**config.mk**
```make
export PLATFORM = sky130hd
export DESIGN_NAME = mdle_act
export DESIGN_NICKNAME = d
export VERILOG_FILES = /design/src/hdl/mdle_pkg.sv /design/src/hdl/mdle_act.sv
export SDC_FILE = /design/constraint.sdc
export NUM_CORES = 1
export LEC_CHECK = 0
export BUFFER_PORTS_ARGS = -buffer_cell sky130_fd_sc_hd__buf_2
export CORE_MARGIN = 2
export CORE_UTILIZATION = 30
export DETAILED_ROUTE_END_ITERATION = 10
export PLACE_DENSITY_LB_ADDON = 0.08
export SYNTH_ARGS = -nofsm -noshare
export SYNTH_HDL_FRONTEND = slang
export SYNTH_SLANG_ARGS = --single-unit
```
**constraint.sdc**
```tcl
create_clock -name clk -period 32.1 [get_ports clk]
set_clock_uncertainty 0.05 [all_clocks]
set_input_delay 6.42 -clock clk [delete_from_list [all_inputs] [get_ports clk]]
set_output_delay 6.42 -clock clk [all_outputs]
set_load 0.02 [all_outputs]
```
**src/hdl/mdle_pkg.sv**
```systemverilog
package mdle_pkg;

	localparam int MaxSrc = 32;
	localparam int MaxDst = 32;
	localparam int FracBits = 12;
	localparam int SrcW = $clog2(MaxSrc);
	localparam int DstW = $clog2(MaxDst);
	localparam int AddrW = SrcW + DstW;
	localparam int Depth = MaxSrc * MaxDst;
	localparam int CntW = $clog2(Depth + 1);
	localparam int AccW = 48;
	localparam logic [15:0] Lth = 16'((6 << FracBits) / 10);

	typedef enum logic [2:0] {
		OP_WEIGHT = 3'd0,
		OP_ACT    = 3'd1,
		OP_EVAL   = 3'd2,
		OP_PRUNE  = 3'd3,
		OP_COUNT  = 3'd4
	} op_t;

	typedef enum logic [1:0] {
		CFG_SRC   = 2'd0,
		CFG_DST   = 2'd1,
		CFG_PRUNE = 2'd2
	} cfg_idx_t;

	typedef enum logic [2:0] {
		ST_IDLE,
		ST_CLEAR,
		ST_WALK,
		ST_DRAIN,
		ST_FINISH,
		ST_OUT
	} state_t;

	function automatic logic [16:0] sig_tab(input logic [4:0] i);
		case (i)
			5'd0: sig_tab = 17'd32768;
			5'd1: sig_tab = 17'd40793;
			5'd2: sig_tab = 17'd47911;
			5'd3: sig_tab = 17'd53581;
			5'd4: sig_tab = 17'd57724;
			5'd5: sig_tab = 17'd60565;
			5'd6: sig_tab = 17'd62428;
			5'd7: sig_tab = 17'd63615;
			5'd8: sig_tab = 17'd64357;
			5'd9: sig_tab = 17'd64816;
			5'd10: sig_tab = 17'd65097;
			5'd11: sig_tab = 17'd65269;
			5'd12: sig_tab = 17'd65374;
			5'd13: sig_tab = 17'd65438;
			5'd14: sig_tab = 17'd65476;
			5'd15: sig_tab = 17'd65500;
			default: sig_tab = 17'd65514;
		endcase
	endfunction

	// sigmoid of magnitude t, Q0.16
	function automatic logic [16:0] sig_pos(input logic [17:0] t);
		logic [17:0] idx;
		logic [FracBits-2:0] fr;
		logic [16:0] a;
		logic [16:0] b;
		logic [33:0] p;
		idx = t >> (FracBits - 1);
		fr = t[FracBits-2:0];
		a = sig_tab(idx[4:0]);
		b = sig_tab(5'(idx[4:0] + 5'd1));
		p = 34'(b - a) * 34'(fr);
		if (idx >= 18'd16)
			sig_pos = sig_tab(5'd16);
		else
			sig_pos = 17'(a + 17'(p >> (FracBits - 1)));
	endfunction

	function automatic logic [15:0] q16_to_frac(input logic [16:0] v);
		logic [33:0] t;
		t = (34'(v) << FracBits) + 34'd32768;
		q16_to_frac = 16'(t >> 16);
	endfunction

endpackage

```
**src/hdl/mdle_act.sv**
```systemverilog
module mdle_act import mdle_pkg::*; (
	input  logic        clk,
	input  logic [15:0] x,
	input  logic        sigm,
	output logic [15:0] y
);
	logic        neg_s1;
	logic        sigm_s1;
	logic [16:0] s_s1;
	logic [16:0] t;
	logic [16:0] r;
	logic [15:0] m;

	assign t = x[15] ? 17'(-$signed({x[15], x})) : 17'(x);

	always_ff @(posedge clk) begin
		neg_s1 <= x[15];
		sigm_s1 <= sigm;
		s_s1 <= sig_pos(sigm ? {1'b0, t} : {t, 1'b0});
	end

	always_comb begin
		r = 17'd0;
		m = 16'd0;
		if (sigm_s1) begin
			r = neg_s1 ? 17'(17'h10000 - s_s1) : s_s1;
			y = q16_to_frac(r);
		end else begin
			m = q16_to_frac(17'({s_s1, 1'b0} - 18'h10000));
			y = neg_s1 ? 16'(-m) : m;
		end
	end
endmodule

```
==> results_dict.tcl, run 1 <==
set metrics [dict create \
    holdPathStages 1 \
    clock-sinks 19 \
    post-route-util_pct 32.3 \
    cp.depth 53 \
    dr.pass1.iters 6 \
    area.growth.synth_to_final_pct 6.91 \
    cp_data_required_time_ps 32190 \
    drv_cap 0 \
    met2_length_um 14200 \
    core_area_mm2 0.0373 \
    tns_ps 0 \
    grt_usage_pct 16.3 \
    synth_area_mm2 0.0113 \
    maxSlewHeadroom_pct 21.4 \
    ioPinCount 34 \
    synthFlopType "dfxtp_1" \
    drt_first_iter_violations 493 \
    syn_inst 1479 \
    ys_types 71 \
    cts_hold_buffers 0 \
    synth_edf_count 0 \
    clockBufferDepth 2 \
    status "completed" \
    fin_crit_ps 20080 \
    via_count 9522 \
    place_area_mm2 0.0120 \
    yosysWarnings 0 \
    drc 0 \
    ant_nets 0 \
    port_buffers 33 \
    post_cts_buffers 0 \
    rows 71 \
    highest_layer "met4" \
    gp_congestion 0.850 \
    final_layout_size_suffix_gt1_share_pct 6.15 \
    worstMarginPinSlew_ps 1170 \
    syn-num-nets 1770 \
    clk_pin_slew_worst_paths_ps 50 \
    max_stage_delay_ps 800 \
    fin_area_mm2 0.0121 \
    routed-wl-met3_um 894 \
    timing.fmax_mhz 49.8 \
    critPathTopFamily "adder cells" \
    overflow 0 \
    async_reset_ff_share_pct 0 \
    viasPerCell 4.88 \
    cts_root_buf "clkbuf_16" \
    dp_hpwl_um 25600 \
    path_buf_inv 7 \
    synth.most_common_cell "inv_1" \
    antenna_found_initial 0 \
    die_y_um 198 \
    htree_levels 1 \
    synth_area_leaders "fa_1 31%, ha_1 11%, inv_1 9.3%" \
    seq_area_frac_synth_pct 3.37 \
    routedWlPerCell_um 16.0 \
    arrival_ps 20170 \
    grt_pass1_wl_um 51100 \
    final-setup-viol-count 0 \
    criticalPathCategory "in2reg" \
    cts-buffers-inserted 3 \
    cp-end-kind "register" \
    grt_pass1_vias 9341 \
    die_w_um 198 \
    syn_avg_cell_area_um2 7.62 \
    cts_tree "built" \
    synth_common_cells "279 x inv_1, 210 x nand2_1, 172 x fa_1" \
    hold_viol 0 \
    nNetsFinal 1771 \
    drv_slew 0 \
    ys_seq_elements 19 \
    cts_resized 0 \
    antennaDiodeCount 0 \
    grt_start_max_net_pins 33 \
    crit_fanout 22 \
    drt-total-wl_um 31200 \
    hp-class "in2reg" \
    start_kind "primary input" \
    wl_met1_um 16000 \
    worst_path_max_delay_cell "xor2_1" \
    worst_hold_slack_ps 6510 \
    start_util_pct 30.2 \
    synth_top_area_share_pct 30.5 \
    period_share_pct 62.5 \
    rsz0062_at_grt "false" \
    yosysTopAreaCell "fa_1" \
    die_area_mm2 0.0392 \
]
[metal layers]
metal | vias to the layer above | GRT usage, %
li1 | 4699 | -
met1 | 4681 | 25.0
met2 | 135 | 26.4
met3 | 7 | 0.852
met4 | 0 | 1.03
met5 | - | 0
[state kept, by name, summed over array words and instances (netlist names)]
name	cells
neg_s1	1
s_s1	17
sigm_s1	1
[cells by family (layout without fill, tap and decap cells)]
logic type,Yosys count,count (layout),share of synthesized area (%)
AO/OA/AOI/OAI,239,239,13.5
XOR/XNOR,111,111,8.76
AND/OR/NAND/NOR,487,487,20.3
buffers and inverters,342,342,11.6
multiplexers,8,8,0.777
flip-flops,19,19,3.37
adder cells (fa/ha/maj),273,273,41.7
[per-stage QoR]
step                      setup slack (ps)  std cells
final                                12020       1953
after CTS                            12070       1953
after floorplan                      13710       1479
after detailed placement             11850       1949
after global placement               11900       1949
after global routing                 11050       1953
[layout make-up]
class	count	area [um^2]
multi-input combinational	1118	9610
sequential	19	380
timing repair buffer	55	330
fill	4108	25300
clock buffer	4	78.8
tap	474	593
inverter	283	1060
[cells in the final DEF, fill, tap and decap left out, types with 19 or more instances in the layout]
master | synthesis | routed
xor2_1 | 38 | 38
fa_1 | 172 | 172
o21ai_0 | 58 | 58
nand2_1 | 210 | 210
buf_4 | 0 | 22
dfxtp_1 | 19 | 19
nor2b_1 | 30 | 30
nand3_1 | 30 | 30
or3_1 | 19 | 19
buf_2 | 4 | 33
inv_1 | 279 | 279
xnor2_1 | 71 | 71
and2_1 | 28 | 28
nor2_1 | 89 | 89
a21oi_1 | 67 | 67
ha_1 | 101 | 101
[worst paths after layout]
check / from / endpoint / slack (ps)
setup / recovery: x[0] / s_s1[16] / 12020
hold / removal: x[15] / neg_s1 / 6510
Power of run 1 is left out: the tool's default activity adds up to more than one toggle a clock period on the data nets, which glitch-free logic cannot reach.
==> inputs of run 2 (changes only) <==
- clock period: 32.1 -> 18.63 ns (I/O delays scaled with it)
==> results_dict.tcl, run 2 (synthesis results as in run 1) <==
set metrics [dict create \
    status "completed" \
    drc 0 \
    hp-class "in2reg" \
    grt_usage_pct 16.2 \
    largest-register "s_s1" \
    rsz0062_at_grt "false" \
    cts-buffers-inserted 3 \
    critPathTopFamily "adder cells" \
    period_share_pct 92.7 \
    start_kind "primary input" \
    overflow 0 \
    final_cell_mix "279 x inv_1, 210 x nand2_1, 172 x fa_1, 101 x ha_1, 89 x nor2_1" \
    post-route-util_pct 32.3 \
    drv_cap 0 \
    cp_data_required_time_ps 18730 \
    start_util_pct 30.2 \
    clock-sinks 19 \
    place_ws_ps 1190 \
    final_layout_size_suffix_gt1_share_pct 6.15 \
    grt_pass1_wl_um 50800 \
    worst_hold_slack_ps 3820 \
    clk_pin_slew_worst_paths_ps 50 \
    grt_start_max_net_pins 33 \
    die_w_um 198 \
    cts_root_buf "clkbuf_16" \
    grt_pass1_vias 9361 \
    fin_ws_ps 1370 \
    worstMarginPinSlew_ps 1270 \
    arrival_ps 17360 \
    hold_viol 0 \
    largest_register_ffs 17 \
    max_stage_delay_ps 760 \
    cts_resized 0 \
    via_count 9464 \
    nNetsFinal 1771 \
    area.growth.synth_to_final_pct 6.91 \
    path_buf_inv 6 \
    clockBufferDepth 2 \
    timing.fmax_mhz 57.9 \
    htree_levels 1 \
    dr.pass1.iters 5 \
    crit_fanout 22 \
    reg_top3 "s_s1 (17), neg_s1 (1), sigm_s1 (1)" \
    core_area_mm2 0.0373 \
    worst_path_max_delay_cell "xor2_1" \
    final_common_cell "inv_1" \
    port_buffers 33 \
    final-setup-viol-count 0 \
    routedWlPerCell_um 15.9 \
    antennaDiodeCount 0 \
    viasPerCell 4.85 \
    gp_congestion 0.832 \
    drt_first_iter_violations 514 \
    die_area_mm2 0.0392 \
    ant_nets 0 \
    cts_tree "built" \
    dp_hpwl_um 25500 \
    fin_crit_ps 17260 \
    die_y_um 198 \
    antenna_found_initial 0 \
    drv_slew 0 \
    post_cts_buffers 0 \
    drt-total-wl_um 31100 \
    criticalPathCategory "in2reg" \
    rows 71 \
    tns_ps 0 \
    ioPinCount 34 \
    cpMostUsedCell "fa_1" \
    cts_hold_buffers 0 \
    maxSlewHeadroom_pct 14.9 \
    cp-end-kind "register" \
]
-- run 2: cell counts in the layout (fill, tap and decap cells not counted) --
Identical to the previous run, type by type.
-- run 2: per-layer routing --
metal	share of wire, %	wire length, um	vias up	GRT usage, %
li1	-	-	4700	-
met3	2.9	907	16	0.937
met4	0.97	303	0	1.84
met5	0	0	-	0
met1	51	15800	4613	24.4
met2	45	14100	135	26.3
-- run 2: per-stage QoR --
step / cells / cell area [um^2]
2_1_floorplan: 1479 / 11300
3_3_place_gp: 1949 / 12000
3_5_place_dp: 1949 / 12000
4_1_cts: 1953 / 12100
5_1_grt: 1953 / 12100
6_report: 1953 / 12100
-- run 2: worst paths after layout --
check	startpoint	endpoint	slack (ps)	depth (start not counted)
hold / removal	x[15]	neg_s1	3820	1
setup / recovery	x[0]	s_s1[16]	1370	51
-- run 2: layout make-up --
| type | instances | area (um^2) |
|---|---|---|
| fill | 4077 | 25300 |
| tap | 474 | 593 |
| timing repair buffer | 55 | 330 |
| multi-input combinational | 1118 | 9610 |
| inverter | 283 | 1060 |
| clock buffer | 4 | 78.8 |
| sequential | 19 | 380 |
Power of run 2 is left out for the same reason.
