`config.mk`:
```
export PLATFORM = sky130hd
export DESIGN_NAME = mdle_ram
export DESIGN_NICKNAME = d
export VERILOG_FILES = /design/src/hdl/mdle_ram.sv
export SDC_FILE = /design/constraint.sdc
export NUM_CORES = 1
export LEC_CHECK = 0
export ABC_AREA = 1
export BUFFER_PORTS_ARGS = -buffer_cell sky130_fd_sc_hd__buf_2
export CAP_MARGIN = 5
export CORE_MARGIN = 3
export CORE_UTILIZATION = 25
export CTS_CLUSTER_SIZE = 10
export DETAILED_ROUTE_END_ITERATION = 7
export GPL_TIMING_DRIVEN = 0
export PLACE_DENSITY = 0.44
export REMOVE_ABC_BUFFERS = 1
export SLEW_MARGIN = 20
export SYNTH_ARGS = -nofsm -noshare
export SYNTH_HDL_FRONTEND = slang
export SYNTH_SLANG_ARGS = --single-unit
```
`constraint.sdc`:
```
create_clock -name clk -period 3.15 [get_ports clk]
set_input_delay 0.315 -clock clk [delete_from_list [all_inputs] [get_ports clk]]
set_output_delay 0.315 -clock clk [all_outputs]
set_load 0.005 [all_outputs]
```
`src/hdl/mdle_ram.sv`:
```
module mdle_ram #(
	parameter int Width = 16,
	parameter int Depth = 32
) (
	input  logic                     clk,
	input  logic                     we,
	input  logic [$clog2(Depth)-1:0] waddr,
	input  logic [Width-1:0]         wdata,
	input  logic [$clog2(Depth)-1:0] raddr,
	output logic [Width-1:0]         rdata
);
	logic [Width-1:0] mem [Depth];

	always_ff @(posedge clk) begin
		if (we)
			mem[waddr] <= wdata;
		rdata <= mem[raddr];
	end
endmodule

```
==> results of run 1 <==
[area by class of cell]
class                           count  area [um^2]  area share [%]
Inverter                           10         63.8           0.260
Multi-Input combinational cell   1148         4980            20.3
Clock buffer                      110         1720            7.01
Timing Repair Buffer               63          619            2.52
Antenna cell                        7         17.5          0.0714
Clock inverter                      1         30.0           0.122
Sequential cell                   528        15700            63.9
Tap cell                         1134         1420            5.78
[power groups by stage]
stage / clock [mW] / sequential [mW] / combinational [mW]
floorplan: 0 / 7.98 / 0.402
global placement: 0 / 7.98 / 0.952
detailed placement: 0 / 7.98 / 0.955
CTS: 6.53 / 7.83 / 0.957
global route: 6.82 / 7.84 / 1.05
finish: 6.35 / 7.83 / 0.940
[worst paths after layout]
check             from   endpoint  slack (ns)
max           raddr[0]   rdata[0]        0.82
min           raddr[4]  rdata[11]        0.17
max reg2reg  mem[1][1]   rdata[1]        1.72
min reg2reg  mem[6][4]   rdata[4]        0.78
[kinds of logic (layout without fill, tap and decap cells)]
group         after synthesis  in the layout  share of synthesized area (%)
buf+inv                   118            184                           3.77
flops                     528            528                           73.7
other cells                 0              7                              0
simple gates             1148           1148                           22.6
[per-layer routing]
metal,vias up,global-route usage [%],part of all wire [%]
li1,6299,-,-
met1,6489,18.7,46
met2,315,20.0,45
met3,77,2.35,6.7
met4,4,3.21,1.7
met5,-,0,0.048
[state kept, by name, indices dropped and copies added, names as in the netlist]
register and flops:
mem 512, rdata 16
[worst max-delay path, cell delays in order]
cell and delay (ns):
buf_8 0.35, buf_16 0.34, inv_16 0.17, buf_16 0.26, nand2_1 0.20, nand3_1 0.09, nand3_1 0.15, nand2_1 0.08
nand2_1 0.07, nand2_1 0.07, nand2_1 0.18, nand2_1 0.18
[cell usage in the layout (no fill, tap or decap), types with 3 or more instances in the layout]
master	Yosys	layout
buf_6	24	3
buf_16	0	7
dfxtp_1	16	16
nand3_1	396	396
clkbuf_1	19	48
edfxtp_1	512	512
diode_2	0	7
nand2_1	720	720
clkbuf_16	0	61
inv_1	8	6
nor2_4	0	20
buf_8	1	11
nor2_2	0	12
buf_2	33	40
==> results by group, run 1 <==
Die
  – IO Count: 44
  – CORE AREA: about 84,000 um^2
  – Core Rows: 106
  – Die Height: just under 300 um
  – Die span in x: a little under 300 um
  – Starting Density: between 20 and 30%
  – Die Area: 88,700 um^2

Critical path
  – Worst r2r path cells: 8
  – Arr. time, crit path: 2.77 ns
  – WP data required: approximately 3.6 ns
  – Crit start category: primary input
  – Worst-path fanout max: between 100 and 150
  – CP endpoint kind: flip-flop
  – Crit Path Class: primary input to flip-flop

Min path
  – Hold Path Class: primary input to flip-flop
  – Hold Path Stages: 3

Global route
  – Initial antenna violation count: 7
  – Global Route Usage Sum: between 10 and 15%
  – Largest net degree at the start of global routing: about 140
  – GRT overflow: 0
  – First-pass GRT wire length: 85.5 mm
  – Number of global-route vias before repair: between 10k and 15k

Clock tree
  – Num Clock Sinks: 528
  – Setup bufs post-CTS: 0
  – Total CTS buffers: a little under 60
  – H-tree depth: 2
  – Post-CTS sizing: 0
  – CTS tree: done
  – Root Buffer Master: clkbuf_16
  – Clock buffer depth: 3
  – Hold Buf Count CTS: 0
  – Clk Latency, worst-skew pair: 0.60 ns
  – Worst-path clk slew: approximately 0.05 ns

Final layout
  – # fillers: about 8.6k
  – Share of layout cells above drive strength 1: 8.66%
  – Area Overhead vs Synth: 15.2%
  – Nets: approximately 1.8k
  – Final instance area: 24,500 um^2
  – Core Util, Final: slightly below 30%
  – Final instance count without filler cells: ~3.0k

Yosys
  – Cell taking the most area after synthesis: edfxtp_1
  – Synth warnings: 0
  – Number of synthesized flops with an enable pin: between 500 and 600
  – Seq/Total Area, Yosys: 73.7%
  – Yosys reg bits: about 530
  – Yosys top cell area share: about 72%
  – Synth area leaders: edfxtp_1, nand2_1, nand3_1
  – Main flop type after synthesis: edfxtp_1
  – Post-synth top cells: nand2_1, edfxtp_1, nand3_1, buf_2, nor2_1
  – Ys async rst share: 0%
  – Avg Cell Area, Syn: 11.9 um^2
  – Post-Syn Area: 21,300 um^2
  – Synth unique cells: 15
  – Post-synthesis cell count: roughly 1.8k
  – Count leader, synth: nand2_1

Power and ir drop
  – Switching share of power: 22.3%
  – Reg power frac: between 50% and 60%
  – Lkg Pwr: between 8 and 9 nW
  – VDD IR-drop max: 0.350 mV
  – P_sw: 3.37 mW
  – Overall power: around 15 mW
  – Int Power: approximately 12 mW
  – PwrDens: a little over 600 nW/um^2
  – Clk pwr share: 42.0%
  – Comb pwr share: 6.2%

Timing
  – RSZ-0062 raised after global routing: false
  – Worst-margin pin slew: slightly above 1 ns
  – Final worst path period share: 74.1%
  – Post-layout minimum cycle time: 2.33 ns
  – Final setup violation count: 0
  – Final hold violation count: 0
  – Fin Hold WS: about 0.17 ns
  – Clock skew: approximately 0.014 ns
  – Worst slew margin: 31.3%
  – Setup TNS Final: 0 ns
  – F_max: between 400 and 500 MHz
  – Final worst slack: 0.816 ns
  – Max Slew Vio Count: 0

Drt
  – Residual DRC count: 0
  – Final ANT Viol Nets: 0
  – Vias: 13.2k
  – Initial DRT Pass Iterations: 6
  – Starting DRT DRC Count: ~930
  – Routed WL per cell: between 15 and 20 um
  – Via density: 4.39
  – Post-Route WL: ~58 mm

Place
  – Placer congestion estimate: about 0.80
  – Placed standard-cell area: about 23,000 um^2
  – I/O Buffers: between 40 and 50
  – Dpl cells: 2,883
  – Placed wire-length estimate: about 32 mm
  – Pre-CTS WS: around 0.23 ns

Flow run
  – Max-cap violation count: 0

Status
  – Status: finished, final reports clean
(Power assumes the default switching activity.)
==> run 2, diff against run 1 <==
==> constraint.sdc (replaced) <==
create_clock -name clk -period 2.3 [get_ports clk]
set_input_delay 0.23 -clock clk [delete_from_list [all_inputs] [get_ports clk]]
set_output_delay 0.23 -clock clk [all_outputs]
set_load 0.005 [all_outputs]
==> results by group, run 2 (synthesized netlist as in run 1, its figures left out) <==
Status
  – Status: finished, final reports clean (unchanged)

Global route
  – First-pass GRT wire length: 85.5 mm (unchanged)
  – Global Route Usage Sum: 12.9% (unchanged)
  – Number of global-route vias before repair: 12.5k (unchanged)
  – Largest net degree at the start of global routing: 137 (unchanged)
  – GRT overflow: 0 (unchanged)
  – Initial antenna violation count: 7 (unchanged)

Final layout
  – Final instance area: 24,600 um^2 (was 24,500 um^2)
  – Area Overhead vs Synth: 15.4% (was 15.2%)
  – Commonest cells after routing, fill and taps aside: nand2_1, edfxtp_1, nand3_1, clkbuf_16, clkbuf_1 (unchanged)
  – Max reg flops: 512 (unchanged)
  – # fillers: 8,638 (was 8,642)
  – Biggest register: mem (unchanged)
  – Nets: 1,839 (was 1,838)
  – Commonest non-fill, non-tap cell in the layout: nand2_1 (unchanged)
  – Share of layout cells above drive strength 1: 8.70% (was 8.66%)
  – Top Registers: mem: 512 flops, rdata: 16 flops (unchanged)

Place
  – Placed wire-length estimate: 31.8 mm (unchanged)
  – I/O Buffers: 43 (unchanged)
  – Placer congestion estimate: 0.797 (unchanged)
  – Placed standard-cell area: 22,800 um^2 (unchanged)

Timing
  – RSZ-0062 raised after global routing: false (unchanged)
  – Final setup violation count: 0 (unchanged)
  – F_max: ~470 MHz
  – Post-layout minimum cycle time: 2.12 ns
  – Worst-margin pin slew: 0.998 ns (was 1.02 ns)
  – Final hold violation count: 0 (unchanged)
  – Worst slew margin: 33.0% (was 31.3%)
  – Clock skew: 0.0155 ns (was 0.0144 ns)
  – Fin Hold WS: 0.0798 ns (was 0.169 ns)
  – Max Slew Vio Count: 0 (unchanged)
  – Final worst path period share: just over 90%

Critical path
  – CP Cell Sequence: buf_2, clkinv_1, nand2_1, nand2_1, nand2_1, nand2_1 (was buf_8, buf_16, inv_16, buf_16, nand2_1, nand3_1, nand3_1, nand2_1, nand2_1, nand2_1, nand2_1, nand2_1)
  – R2r endpoint: rdata[6] (was rdata[1])
  – CP max stage delay: 1.00 ns (was 0.35 ns)
  – Most used cell, CP: nand2_1 (unchanged)
  – Worst r2r path cells: 8 (unchanged)
  – Worst path slowest cell: clkinv_1 (was buf_8)
  – Arr. time, crit path: 2.55 ns (was 2.77 ns)
  – Worst R2R Setup Slack: 0.87 ns (was 1.72 ns)
  – WP data required: 2.74 ns (was 3.58 ns)
  – Worst-path fanout max: 33 (was 136)
  – Crit path launch: raddr[3] (was raddr[0])
  – Reg2reg start: mem[28][6] (was mem[1][1])
  – CP endpoint kind: flip-flop (unchanged)
  – Crit start category: primary input (unchanged)
  – Crit Path Class: primary input to flip-flop (unchanged)
  – Crit path capture: rdata[6] (was rdata[0])

Clock tree
  – CTS tree: done (unchanged)
  – Clk Latency, worst-skew pair: 0.60 ns (about the same)
  – Post-CTS sizing: 0 (unchanged)
  – Setup bufs post-CTS: 0 (unchanged)
  – Root Buffer Master: clkbuf_16 (unchanged)
  – Num Clock Sinks: 528 (unchanged)
  – Worst-path clk slew: 0.06 ns (was 0.05 ns)
  – Clock buffer depth: 3 (unchanged)
  – H-tree depth: 2 (unchanged)
  – Total CTS buffers: 59 (unchanged)
  – Hold Buf Count CTS: 0 (unchanged)

Flow run
  – Max-cap violation count: 0 (unchanged)

Die
  – Starting Density: 25.3% (unchanged)
  – Die Height: 298 um (unchanged)
  – IO Count: 44 (unchanged)
  – Die Area: 88,700 um^2 (unchanged)
  – Core Rows: 106 (unchanged)
  – Die span in x: 298 um (unchanged)
  – CORE AREA: 84,100 um^2 (unchanged)

Power and ir drop
  – Lkg Pwr: 8.65 nW (was 8.64 nW)
  – VDD IR-drop max: 0.481 mV (was 0.350 mV)
  – PwrDens: 844 nW/um^2 (was 616 nW/um^2)

Drt
  – Residual DRC count: 0 (unchanged)
  – Via density: 4.41 (was 4.39)
  – Routed WL per cell: 19.5 um (was 19.4 um)
  – Initial DRT Pass Iterations: 5 (was 6)
  – Final ANT Viol Nets: 0 (unchanged)
  – Starting DRT DRC Count: 927 (was 934)
  – Vias: 13.2k (about the same)
  – Post-Route WL: 58.6 mm (was 58.3 mm)

Min path
  – Hold Path Class: primary input to flip-flop (unchanged)
[run 2: through the flow]
stage	TNS, ns	instances	total power [mW]	worst slack [ns]	util [%]
after global routing	0	2996	21.5	0.0182	29.2
after floorplan	-6.60	1686	11.5	-0.414	-
after global placement	-345.47	2863	12.2	-7.35	26.4
final	0	3003	20.7	0.185	29.2
after CTS	0	2994	21.0	0.0931	29.2
after detailed placement	-8.04	2883	12.2	-0.537	27.1
[run 2: metal layers]
layer	vias to the layer above	GRT usage (%)	part of all wire, %
met3	76	2.35	6.2
met4	4	3.21	1.7
met2	323	20.0	46
li1	6303	-	-
met1	6543	18.7	47
met5	-	0	0.048
[run 2: cell type report]
cell class	count	area [um^2]	area share, %
Clock buffer	110	1720	7.00
Antenna cell	8	20.0	0.0815
Multi-Input combinational cell	1148	4980	20.3
Sequential cell	528	15700	63.9
Inverter	10	63.8	0.260
Tap cell	1134	1420	5.77
Clock inverter	1	30.0	0.122
Timing Repair Buffer	64	644	2.62
[run 2: how the worst min path moves through the flow]
stage | startpoint | endpoint | cells past startpoint
3_5_place_dp | rdata[11] | rdata[11] | 1
2_1_floorplan | wdata[0] | mem[0][0] | 0
6_report | raddr[4] | rdata[11] | 3
4_1_cts | raddr[4] | rdata[11] | 3
3_3_place_gp | rdata[4] | rdata[4] | 1
5_1_grt | raddr[4] | rdata[15] | 3
[run 2: worst max-delay path: cells and delay by family]
family	cells	cell delay (ns)
simple gates	4	0.77
buf+inv	2	1.52
[run 2: report_power, final]
part	switching, mW	internal [mW]
combinational	0.972	0.325
sequential	0.0310	10.7
clock	3.64	5.07
